`config.mk`:
```
export PLATFORM = sky130hd
export DESIGN_NAME = tlc_ram
export DESIGN_NICKNAME = d
export VERILOG_FILES = /design/src/rtl/two_level_cache_access_classifier_core_assert.svh /design/src/rtl/tlc_ram.sv
export SDC_FILE = /design/constraint.sdc
export NUM_CORES = 1
export LEC_CHECK = 0
export BUFFER_PORTS_ARGS = -buffer_cell sky130_fd_sc_hd__buf_2
export CORE_ASPECT_RATIO = 1.1
export CORE_MARGIN = 2
export CORE_UTILIZATION = 40
export CTS_BUF_LIST = sky130_fd_sc_hd__clkbuf_2
export DETAILED_ROUTE_END_ITERATION = 10
export HOLD_SLACK_MARGIN = 0.1
export SLEW_MARGIN = 20
export SYNTH_ARGS = -nofsm -noshare
export SYNTH_HDL_FRONTEND = slang
export SYNTH_SLANG_ARGS = --single-unit
```
`constraint.sdc`:
```
create_clock -name clk_i -period 2.51 [get_ports clk_i]
set_clock_uncertainty 0.1 [all_clocks]
set_input_delay 0.251 -clock clk_i [delete_from_list [all_inputs] [get_ports clk_i]]
set_output_delay 0.251 -clock clk_i [all_outputs]
set_load 0.005 [all_outputs]
```
`src/rtl/two_level_cache_access_classifier_core_assert.svh`:
```
// assertion macros for the cache access classifier
`ifndef TWO_LEVEL_CACHE_ACCESS_CLASSIFIER_CORE_ASSERT_SVH
`define TWO_LEVEL_CACHE_ACCESS_CLASSIFIER_CORE_ASSERT_SVH
`ifndef SYNTHESIS
`define TLC_ASSERT(label, clk, rstn, prop, msg) \
  label: assert property (@(posedge clk) disable iff (!rstn) prop) else $error(msg);
`define TLC_ASSERT_NEXT(label, clk, rstn, pre, post, msg) \
  label: assert property (@(posedge clk) disable iff (!rstn) pre |=> post) else $error(msg);
`else
`define TLC_ASSERT(label, clk, rstn, prop, msg)
`define TLC_ASSERT_NEXT(label, clk, rstn, pre, post, msg)
`endif
`endif

```
`src/rtl/tlc_ram.sv`:
```
// generic single port ram with registered read
`timescale 1ns / 1ps
module tlc_ram #(
  parameter int unsigned Width = 8,
  parameter int unsigned Depth = 16
) (
  input  logic                     clk_i,
  input  logic                     we_i,
  input  logic [$clog2(Depth)-1:0] addr_i,
  input  logic [Width-1:0]         wdata_i,
  output logic [Width-1:0]         rdata_o
);
  logic [Width-1:0] mem_q [Depth];
  always_ff @(posedge clk_i) begin
    if (we_i) begin
      mem_q[addr_i] <= wdata_i;
    end
    rdata_o <= mem_q[addr_i];
  end
endmodule

```
# Word level (Yosys, flattened, before mapping)
# Memories as Yosys holds them, arrays and structs flattened. A register that Yosys moved wholly into a read port is not among the register bits.
# Cells that the tools add are included.
classes:
  div_mod_pow: 0
  n_mul: 0
  bitwise: 0
  n_addsub: 0
  mux: 2
  n_reduce_logical: 0
  n_eq_ne: 0
  shifts: 0
  n_lt_le_gt_ge: 0
op_table:
  columns: ["op", "count"]
  rows:
  - ["$mux W1", 2]
word_totals:
  out_inout_bits: 8
  mem_bits_ro: 0
  ram_bits: 128
  word_cells: 3
  in_bits: 14
  latchBits: 0
  memories: 1
  ff_bits: 0
mem_list:
  columns: ["memory", "depth", "width", "read_ports", "rd_clocked_by_memory_dff", "wr", "line_no", "rtl"]
  rows:
  - ["mem_q", 16, 8, 1, 1, 1, "tlc_ram.sv:13", "logic [Width-1:0] mem_q [Depth];"]

# Depth between registers and ports, before layout
# Gate-level depths: netlist (run 1).
depth:
  word_depth: 2
  ltp_mapped: 5
  mapped_depth_nobuf: 3

# Worst setup path after synthesis (run 1)
# No wires, ideal clock.
synth_timing:
  kind: "input port to flip-flop"
  start: "input port addr_i[2]"
  end: "memory mem_q[0][0], enable pin"
  path_stages: 2
  n_path_buf: 0
  required_time_ps: 2027
  arrival_ps: 1361
  path_slack_ps: 666
  setup_time_ps: 383
  path_cell_list: "or3b_2 -> nor3_1"
synth_rtl:
  columns: ["element", "line_no", "rtl"]
  rows:
  - ["from (decl)", "tlc_ram.sv:9", "input logic [$clog2(Depth)-1:0] addr_i,"]
  - ["to (decl)", "tlc_ram.sv:13", null]
# No word-level cell before the write port.

==> results by group, run 1 <==
STA
  – Final Hold Fails: 0
  – Actual slew at the worst max-slew pin: 0.859 ns
  – Period utilization: 0.877
  – Setup Viol. Count Final: 0
  – Setup Total Neg Slack: 0 ns
  – Slew headroom: 0.425
  – Final worst setup slack: 0.310 ns
  – Unrepaired setup endpoints after global routing: false
  – Final slew viol count: 0
  – Fmax: between 0.4 and 0.5 GHz
  – Period minus WS final: roughly 2.2 ns

Synth
  – Register area share after synthesis: 0.790
  – Syn_nets: around 240
  – Yosys warning count: 0
  – Distinct cells, synth: 18
  – Cells after Synth: 230
  – Synth Cell Area: 0.00507 mm^2
  – Flops & latches, synth: ~140
  – Most used DFF post-synth: edfxtp_1
  – Post-synthesis average cell area: 22.0 um^2
  – Post-synth ARST share: 0
  – Area share of the largest cell type after synthesis: 0.759
  – Largest cells by area after synthesis: edfxtp_1 76%, mux4_2 14%, dfxtp_1 3.2%
  – Post-synth EDFFs: approximately 130
  – Cell taking the most area after synthesis: edfxtp_1

Route
  – Routed Antenna Nets: 0
  – Vias per std cell: roughly 5.3
  – DRC viols: 0
  – Post-DR wirelength/cell: 21.1 um
  – Total Wirelength: 9.77 mm
  – Initial DRC Count: 170
  – Number of detailed-route iterations in the first pass: 4
  – Vias: ~2400

Layout
  – Layout cell share with drive strength beyond 1: 0.343
  – Fin cells: 463
  – Ant diodes: 0
  – Nets@finish: 307
  – Fill count: about 1100
  – Layout area overhead: 15.7%

Die
  – Die Ht: 122 um
  – Die X: 111 um
  – Ports: 22
  – DIE AREA: approximately 0.014 mm^2
  – Starting Density: 0.406
  – FP Rows: 43
  – Core area: 0.0125 mm^2

Placed design
  – DPL Wire Length: 6.55 mm
  – Port bufs: 21
  – RePlAce Congestion: 0.747
  – DP Worst Slack: 0.466 ns
  – DP Cell Count: 417

Hold path
  – Hold/Removal Path Class: input port to register
  – Hold path depth: 4
  – Hold path endpoint: rdata_o[4]$_DFF_P_
  – HP Start: addr_i[1]

Power
  – Pleak: 1.94 nW
  – Pwr dens: 698 mW/mm^2
  – VDD IR max: roughly 0.00023 V

CTS
  – Clock root buffer: clkbuf_2
  – Clk_lat worst skew: 0.67 ns
  – Post-CTS setup buffers: 0
  – CTS tree: done
  – H-tree levels: 4
  – Total CTS buffers: 17
  – Clk buf depth: 2
  – CTS sink cnt: roughly 140
  – CTS clk-pin slew, worst paths: 0.16 ns

Setup path
  – Endpoint class of the critical path: register
  – CP dominant cell by count: dlygate4sd3_1
  – CP Class: input port to register
  – Crit Reg-Reg Endpoint: rdata_o[7]$_DFF_P_
  – CP max stage delay: 0.57 ns
  – R2R Path Start: mem_q[3][7]$_DFFE_PP_
  – Critical Path Slowest Stage Cell: dlygate4sd3_1
  – Number of cells on the worst reg-to-reg path: 4
  – CP startpoint kind: input port
  – Data required time of the critical path: 2.97 ns
  – Crit-path max FO: 15
  – CP arrival: between 2 and 3 ns
  – Flop2flop setup slack: 0.66 ns
  – Critical Path, Cell by Cell: dlygate4sd3_1 > buf_2 > buf_12 > mux4_2 > a22oi_1 > dlygate4sd3_1 > nand2_1

Global routing
  – Grt ovf: 0
  – First-pass GRT wire length: ~15 mm
  – Number of antenna violations at the first check in global routing: 0
  – Largest net degree at the start of global routing: 22
  – GRT Total Usage: 0.154
  – Vias in the first global route: ~2600

Job
  – Max Cap Violations: 0

Outcome
  – Run status: complete, no violations
==> Yosys cell counts (2+ instances only) <==
cell      number
edfxtp_1     128
mux4_2        32
a22oi_1       16
nor2_1        13
nand2_1        9
dfxtp_1        8
buf_1          4
nor3_1         4
buf_2          2
buf_6          2
clkbuf_1       2
nand2b_1       2
nand3b_1       2
nor2b_1        2
==> worst max-delay path by stage <==
stage | from | endpoint | cells after the start
global route | addr_i[0] | rdata_o[7]$_DFF_P_ | 7
finish | addr_i[0] | rdata_o[7]$_DFF_P_ | 7
floorplan | addr_i[2] | mem_q[0][0]$_DFFE_PP_ | 2
detailed placement | addr_i[1] | rdata_o[1]$_DFF_P_ | 6
CTS | addr_i[0] | rdata_o[7]$_DFF_P_ | 7
global placement | addr_i[1] | rdata_o[1]$_DFF_P_ | 6
==> where the power goes <==
| part | internal (mW) | switching, mW | total (mW) |
|---|---|---|---|
| sequential | 2.54 | 0.0175 | 2.55 |
| combinational | 0.118 | 0.135 | 0.253 |
| clock | 0.558 | 0.725 | 1.28 |
| total | 3.21 | 0.878 | 4.09 |
==> state kept, by name, summed over array words and instances (netlist names) <==
| register | flops |
|---|---|
| rdata_o | 8 |
| mem_q | 128 |
==> logic make-up (layout without fill, tap and decap cells) <==
group | after synthesis | in the layout | synth area share
simple gates | 35 | 35 | 0.0321
compound gates | 16 | 16 | 0.0237
mux | 32 | 32 | 0.142
buf+inv | 11 | 87 | 0.0119
flops | 136 | 136 | 0.790
==> through the flow <==
stage | hold WS [ns] | cell area (um^2) | power [mW] | util
2_1_floorplan | 0.250 | 5070 | 2.73 | -
3_3_place_gp | 0.531 | 5480 | 2.84 | 0.439
3_5_place_dp | 0.532 | 5480 | 2.84 | 0.439
4_1_cts | 0.117 | 5860 | 4.13 | 0.470
5_1_grt | 0.156 | 5860 | 4.25 | 0.470
6_report | 0.179 | 5860 | 4.09 | 0.470
==> cell usage in the layout (no fill, tap or decap), drive strengths merged, types with 3 or more instances in the layout <==
cell type,count
a22oi,16
buf,41
bufinv,3
clkbuf,21
clkinv,7
dfxtp,8
dlygate4sd3,14
edfxtp,128
mux4,32
nand2,9
nor2,13
nor3,4
==> layer usage <==
layer / track usage / vias to the layer above / part of all wire
met3: 0.0423 / 8 / 0.037
met1: 0.188 / 1277 / 0.42
met2: 0.266 / 58 / 0.53
met4: 0.0586 / 0 / 0.0082
li1: - / 1093 / -
met5: 0 / - / 0
==> final cells by class <==
| class | instances | area (um^2) | area share |
|---|---|---|---|
| multi-input combinational | 83 | 1000 | 0.171 |
| clock buffer | 21 | 105 | 0.0179 |
| sequential | 136 | 4000 | 0.683 |
| clock inverter | 11 | 131 | 0.0224 |
| tap | 157 | 196 | 0.0335 |
| timing repair buffer | 55 | 420 | 0.0717 |
==> critical path: cells and delay by family <==
family / cells / cell delay (ns)
multiplexers: 1 / 0.51
buffers and inverters: 4 / 1.67
AND/OR/NAND/NOR: 1 / 0.05
AO/OA/AOI/OAI: 1 / 0.18
==> repair_timing <==
item                                   CTS  global route
endpoints found under the hold margin  140             0
hold buffers                            14             0
setup endpoints to repair                0             0
resized for setup                        0             0
No activity file was read; power rests on OpenSTA's default activity.
==> inputs of run 2 (changes only) <==
==> constraint.sdc (replaced) <==
create_clock -name clk_i -period 2.51 [get_ports clk_i]
set_clock_uncertainty 0.1 [all_clocks]
set_input_delay 0 -clock clk_i [delete_from_list [all_inputs] [get_ports clk_i]]
set_output_delay 0 -clock clk_i [all_outputs]
set_load 0.005 [all_outputs]
==> run 2 against run 1 <==
Against the previous run: utilization grew 1.2 points; routed wire length decreased by 1.6%; count of clock-buffer cells in the layout decreased by 2.
==> results by group, run 2 (same netlist as run 1, synthesis figures left out) <==
Outcome
  – Run status: complete, no violations

Setup path
  – CP Class: input port to register
  – Endpoint class of the critical path: register
  – CP dominant cell by count: dlygate4sd3_1
  – Crit-path max FO: 8 (-7)
  – R2R Path Start: mem_q[11][4]$_DFFE_PP_
  – CP startpoint kind: input port
  – Critical Path, Cell by Cell: dlygate4sd3_1 > buf_2 > nand3_1 > dlygate4sd3_1 > nor2_1 > dlygate4sd3_1
  – CP max stage delay: 0.62 ns (+0.05 ns)
  – CP arrival: 2.17 ns (-0.49 ns)
  – Critical Path Slowest Stage Cell: dlygate4sd3_1
  – Data required time of the critical path: 2.77 ns (-0.20 ns)
  – Flop2flop setup slack: 1.02 ns (+0.36 ns)
  – CP startpoint: addr_i[3]

Layout
  – Most frequent cells in the layout: 128 x edfxtp_1, 32 x mux4_2, 24 x buf_4
  – Commonest non-fill, non-tap cell in the layout: edfxtp_1
  – Max reg flops: 128 (unchanged)
  – Layout area overhead: 18.6%
  – Top reg by flops: mem_q
  – Layout cell share with drive strength beyond 1: 0.345 (+0.00180)
  – Ant diodes: 0 (unchanged)
  – Nets@finish: 317 (+3.3%)
  – Biggest regs: mem_q: 128 flops, rdata_o: 8 flops

CTS
  – Post-cts sizing count: 0 (unchanged)
  – Clk buf depth: 2 (unchanged)
  – H-tree levels: 4 (unchanged)
  – Clk_lat worst skew: 0.64 ns (-0.03 ns)
  – CTS tree: done
  – CTS sink cnt: 136 (unchanged)
  – CTS clk-pin slew, worst paths: 0.18 ns (+0.02 ns)
  – Clock root buffer: clkbuf_2
  – Total CTS buffers: 17 (unchanged)
  – Post-CTS setup buffers: 0 (unchanged)

Die
  – Core area: 0.0125 mm^2 (unchanged)
  – Die X: 111 um (unchanged)
  – FP Rows: 43 (unchanged)
  – Starting Density: 0.406 (unchanged)
  – Die Ht: 122 um (unchanged)
  – Ports: 22 (unchanged)
  – DIE AREA: 0.0136 mm^2 (unchanged)

STA
  – Fmax: 0.522 GHz (+15%)
  – Final Hold Fails: 0 (unchanged)
  – Period minus WS final: 1.92 ns (-0.284 ns)
  – Setup Viol. Count Final: 0 (unchanged)
  – Period utilization: 0.764 (-0.113)
  – Setup Total Neg Slack: 0 ns (unchanged)
  – Final slew viol count: 0 (unchanged)
  – Slew headroom: 0.464 (+0.0393)
  – Unrepaired setup endpoints after global routing: false
  – Actual slew at the worst max-slew pin: 0.803 ns (-0.0558 ns)

Placed design
  – DPL Wire Length: 6.34 mm (-3.2%)
  – Port bufs: 21 (unchanged)
  – RePlAce Congestion: 0.737 (-1.3%)

Route
  – Post-DR wirelength/cell: 20.3 um (-3.7%)
  – Routed Antenna Nets: 0 (unchanged)
  – Total Wirelength: 9.62 mm (-1.6%)
  – DRC viols: 0 (unchanged)
  – Initial DRC Count: 159 (-6.5%)
  – Vias: 2434 (-0.082%)
  – Vias per std cell: 5.15 (-2.2%)
  – Number of detailed-route iterations in the first pass: 4 (unchanged)

Global routing
  – GRT Total Usage: 0.153 (-0.00117)
  – Number of antenna violations at the first check in global routing: 0 (unchanged)
  – Largest net degree at the start of global routing: 24 (+9.1%)
  – Grt ovf: 0 (unchanged)
  – First-pass GRT wire length: 15.0 mm (-0.74%)
  – Vias in the first global route: 2635 (+0.46%)

Power
  – Pwr dens: 732 mW/mm^2 (+4.9%)
  – VDD IR max: 0.000370 V (+64%)
  – PnR Total Power: 4.40 mW (+7.6%)
  – Pleak: 2.01 nW (+3.6%)

Job
  – Max Cap Violations: 0 (unchanged)

Hold path
  – Hold/Removal Path Class: input port to register
  – HP Start: wdata_i[2]
run 2: metal layers:
metal,up-vias,track usage,wire [um]
met2,60,0.263,5110
li1,1107,-,-
met3,9,0.0413,373
met4,0,0.0563,133
met5,-,0,0
met1,1258,0.189,3990
run 2: worst paths after layout:
kind	endpoint	depth (start not counted)
setup / recovery	mem_q[15][0]$_DFFE_PP_	6
hold / removal	mem_q[8][2]$_DFFE_PP_	2
setup reg to reg	rdata_o[4]$_DFF_P_	3
hold reg to reg	rdata_o[0]$_DFF_P_	3
run 2: cell type report:
| cell class | count | area, um^2 |
|---|---|---|
| repair buffers | 65 | 485 |
| clock inverters | 13 | 226 |
| fillers | 1031 | 6470 |
| clock buffers | 19 | 95.1 |
| multi-input cells | 83 | 1000 |
| well taps | 157 | 196 |
| flip-flops and latches | 136 | 4000 |
run 2: metrics by stage:
step | cell area [um^2] | hold WS, ns | setup slack [ns] | utilization | cells
floorplan | 5070 | -0.00113 | 0.917 | - | 230
global placement | 5490 | 0.281 | 0.428 | 0.440 | 421
detailed placement | 5490 | 0.285 | 0.428 | 0.440 | 421
CTS | 5970 | 0.103 | 0.686 | 0.478 | 469
global route | 6010 | 0.101 | 0.634 | 0.482 | 473
finish | 6010 | 0.185 | 0.593 | 0.482 | 473
run 2: what timing repair did:
action,CTS,global route
hold buffers,16,4
endpoints found under the setup margin,0,0
hold endpoints to repair,264,39
run 2: critical path: cells and delay by family:
family / cells / cell delay [ns]
and+or+nand+nor: 2 / 0.24
buffers and inverters: 4 / 1.94
run 2: power by group:
part	total (mW)	internal (mW)	leakage, nW	switching, mW
Clock	1.59	0.858	0.182	0.737
Sequential	2.55	2.54	1.22	0.0150
Combinational	0.254	0.118	0.606	0.135
==> inputs of run 3 (changes only) <==
--- a/config.mk
+++ b/config.mk
@@ -5,6 +5,7 @@
 export SDC_FILE = /design/constraint.sdc
 export NUM_CORES = 1
 export LEC_CHECK = 0
+export ABC_AREA = 1
 export BUFFER_PORTS_ARGS = -buffer_cell sky130_fd_sc_hd__buf_2
 export CORE_ASPECT_RATIO = 1.1
 export CORE_MARGIN = 2
==> constraint.sdc (replaced) <==
create_clock -name clk_i -period 1.65 [get_ports clk_i]
set_clock_uncertainty 0.1 [all_clocks]
set_input_delay 0 -clock clk_i [delete_from_list [all_inputs] [get_ports clk_i]]
set_output_delay 0 -clock clk_i [all_outputs]
set_load 0.005 [all_outputs]
==> run 3 against run 2 <==
Against the previous run: the run now ends with setup timing left; final cell count increased by 73%; first-iteration DRC count rose by 120%; worst setup slack lost 0.60 ns; combinational power up 110%; power increased by 44%; via count increased by 58%; count of clock-buffer cells in the layout grew 1; register-to-register slack worse by 0.51 ns; clock power rose by 21%; synthesized cell count is 140% higher; die area rose by 10%.
==> results by group, run 3 <==
Layout
  – Biggest regs: mem_q: 128 flops, rdata_o: 8 flops
  – Post-Route Utilization: 0.476 (-0.00551)
  – Most frequent cells in the layout: 346 x nand2_1, 128 x edfxtp_1, 26 x dlygate4sd3_1
  – Fin cells: 819 (+73%)
  – Commonest non-fill, non-tap cell in the layout: nand2_1
  – Top reg by flops: mem_q
  – Max reg flops: 128 (unchanged)
  – Layout cell share with drive strength beyond 1: 0.122 (-0.223)
  – Layout area overhead: 16.9%
  – Final Cell Area: 0.00654 mm^2 (+8.8%)
  – Nets@finish: 632 (+99%)

Synth
  – Most frequent cell after synthesis: nand2_1
  – Flops & latches, synth: 136 (unchanged)
  – Post-synth ARST share: 0 (unchanged)
  – Most used DFF post-synth: edfxtp_1
  – Post-synth EDFFs: 128 (unchanged)
  – Post-synth top cells: 346 x nand2_1, 128 x edfxtp_1, 21 x inv_1, 18 x nor2_1, 12 x buf_2
  – Area share of the largest cell type after synthesis: 0.687 (-0.0713)
  – Largest cells by area after synthesis: edfxtp_1 69%, nand2_1 23%, dfxtp_1 2.9%
  – Distinct cells, synth: 11 (-7)
  – Register area share after synthesis: 0.716 (-0.0742)
  – Synth Cell Area: 0.00559 mm^2 (+10%)
  – Syn_nets: 562 (+130%)
  – Cells after Synth: 548 (+140%)
  – Post-synthesis average cell area: 10.2 um^2 (-54%)
  – Cell taking the most area after synthesis: edfxtp_1
  – Yosys warning count: 0 (unchanged)

STA
  – Final Hold Fails: 0 (unchanged)
  – Period utilization: 1.01
  – Actual slew at the worst max-slew pin: 0.644 ns (-0.159 ns)
  – Period minus WS final: about 1.7 ns
  – Final worst setup slack: -0.00836 ns (-0.602 ns)
  – Slew headroom: 0.569 (+0.105)
  – Unrepaired setup endpoints after global routing: false
  – Fmax: 0.603 GHz
  – Setup Viol. Count Final: 4 (+4)
  – Final slew viol count: 0 (unchanged)

Setup path
  – CP max stage delay: 0.67 ns (+0.05 ns)
  – CP arrival: 2.00 ns (-0.17 ns)
  – CP dominant cell by count: dlygate4sd3_1
  – CP Class: input port to register
  – Data required time of the critical path: 1.99 ns (-0.78 ns)
  – Critical Path, Cell by Cell: dlygate4sd3_1 > dlygate4sd3_1 > buf_2 > dlygate4sd3_1
  – Endpoint class of the critical path: register
  – CP startpoint kind: input port
  – Crit-path max FO: 13 (+5)
  – Critical Path Slowest Stage Cell: dlygate4sd3_1

CTS
  – H-tree levels: 4 (unchanged)
  – Post-CTS setup buffers: 0 (unchanged)
  – Clk buf depth: 2 (unchanged)
  – CTS clk-pin slew, worst paths: 0.19 ns (about the same)
  – Total CTS buffers: 17 (unchanged)
  – Clk_lat worst skew: 0.70 ns (+0.06 ns)
  – Clock root buffer: clkbuf_2
  – CTS tree: done
  – CTS sink cnt: 136 (unchanged)

Global routing
  – First-pass GRT wire length: 20.0 mm (+33%)
  – Vias in the first global route: 3776 (+43%)
  – Grt ovf: 0 (unchanged)
  – Number of antenna violations at the first check in global routing: 1 (+1)
  – Largest net degree at the start of global routing: 67 (+180%)
  – GRT Total Usage: 0.185 (+0.0321)

Route
  – Post-DR wirelength/cell: 15.1 um (-26%)
  – DRC viols: 0 (unchanged)
  – Initial DRC Count: 353 (+120%)
  – Vias per std cell: 4.68 (-9.0%)
  – Vias: 3835 (+58%)
  – Number of detailed-route iterations in the first pass: 5 (+1)
  – Routed Antenna Nets: 0 (unchanged)
  – Total Wirelength: 12.3 mm (+28%)

Outcome
  – Failing checks: setup timing
  – Run status: finished, violations left

Hold path
  – Hold/Removal Path Class: input port to register

Power
  – Pwr dens: 969 mW/mm^2 (+32%)
  – VDD IR max: 0.000772 V (+110%)
  – Pleak: 2.82 nW (+40%)

Placed design
  – RePlAce Congestion: 0.891 (+21%)
  – Placed cell areas: 0.00604 mm^2 (+10%)
  – Port bufs: 21 (unchanged)
  – DP Cell Count: 761 (+81%)
  – DPL Wire Length: 7.88 mm (+24%)

Die
  – Starting Density: 0.407 (+0.00113)
  – DIE AREA: 0.0149 mm^2 (+10%)
  – Ports: 22 (unchanged)
  – Die X: 117 um (+4.9%)
  – Core area: 0.0137 mm^2 (+10%)
  – FP Rows: 45 (+4.7%)
  – Die Ht: 128 um (+4.9%)

Job
  – Max Cap Violations: 0 (unchanged)
## run 3: what timing repair did
| item | in CTS | in global routing |
|---|---|---|
| resized for setup | 0 | 3 |
| hold buffers | 29 | 0 |
| endpoints found under the setup margin | 0 | 3 |
| hold endpoints to repair | 264 | 0 |
## run 3: stage by stage
| step | setup TNS (ns) | worst slack (ns) | power [mW] | hold WS [ns] |
|---|---|---|---|---|
| 6_report | -0.0257 | -0.00836 | 6.34 | 0.173 |
| 4_1_cts | 0 | 0.0252 | 6.41 | 0.118 |
| 5_1_grt | 0 | 0.0176 | 6.62 | 0.116 |
| 3_5_place_dp | 0 | 0.247 | 4.43 | 0.277 |
| 3_3_place_gp | 0 | 0.271 | 4.43 | 0.278 |
| 2_1_floorplan | 0 | 0.173 | 4.22 | -0.00113 |
## run 3: report_power, final
part | leakage, nW | internal (mW) | switching (mW)
clock | 0.142 | 0.832 | 1.10
combinational | 1.46 | 0.185 | 0.343
sequential | 1.22 | 3.86 | 0.0203
total | 2.82 | 4.87 | 1.46
## run 3: cell type report
class                      count  area [um^2]
clock buffer                  20          100
sequential                   136         4000
timing repair buffer          72          594
fill                        1294         7200
inverter                      23         86.3
tap                          188          235
multi-input combinational    368         1390
antenna                        1         2.50
clock inverter                11          131
## run 3: logic make-up (layout without fill, tap and decap cells)
logic type	after synthesis	in the layout	synth area share
AND/OR/NAND/NOR	368	368	0.248
flip-flops	136	136	0.716
buffers and inverters	44	126	0.0362
other	0	1	0
## run 3: worst max-delay path: cells and delay by family
kind	cells	cell delay, ns
buffers and inverters	4	1.99
## run 3: final timing paths
| kind | cells after the start | from | slack, ns | to |
|---|---|---|---|---|
| max | 4 | wdata_i[3] | -0.008 | mem_q[14][3]$_DFFE_PP_ |
| min | 2 | wdata_i[2] | 0.17 | mem_q[8][2]$_DFFE_PP_ |
| max reg2reg | 8 | mem_q[1][3]$_DFFE_PP_ | 0.51 | rdata_o[3]$_DFF_P_ |
| min reg2reg | 8 | mem_q[8][1]$_DFFE_PP_ | 0.63 | rdata_o[1]$_DFF_P_ |
## run 3: layer usage
metal	vias to the layer above	track usage	wire length (um)
met5	-	0	0
li1	1894	-	-
met1	1807	0.235	5370
met3	15	0.0421	621
met4	0	0.0796	231
met2	119	0.304	6110
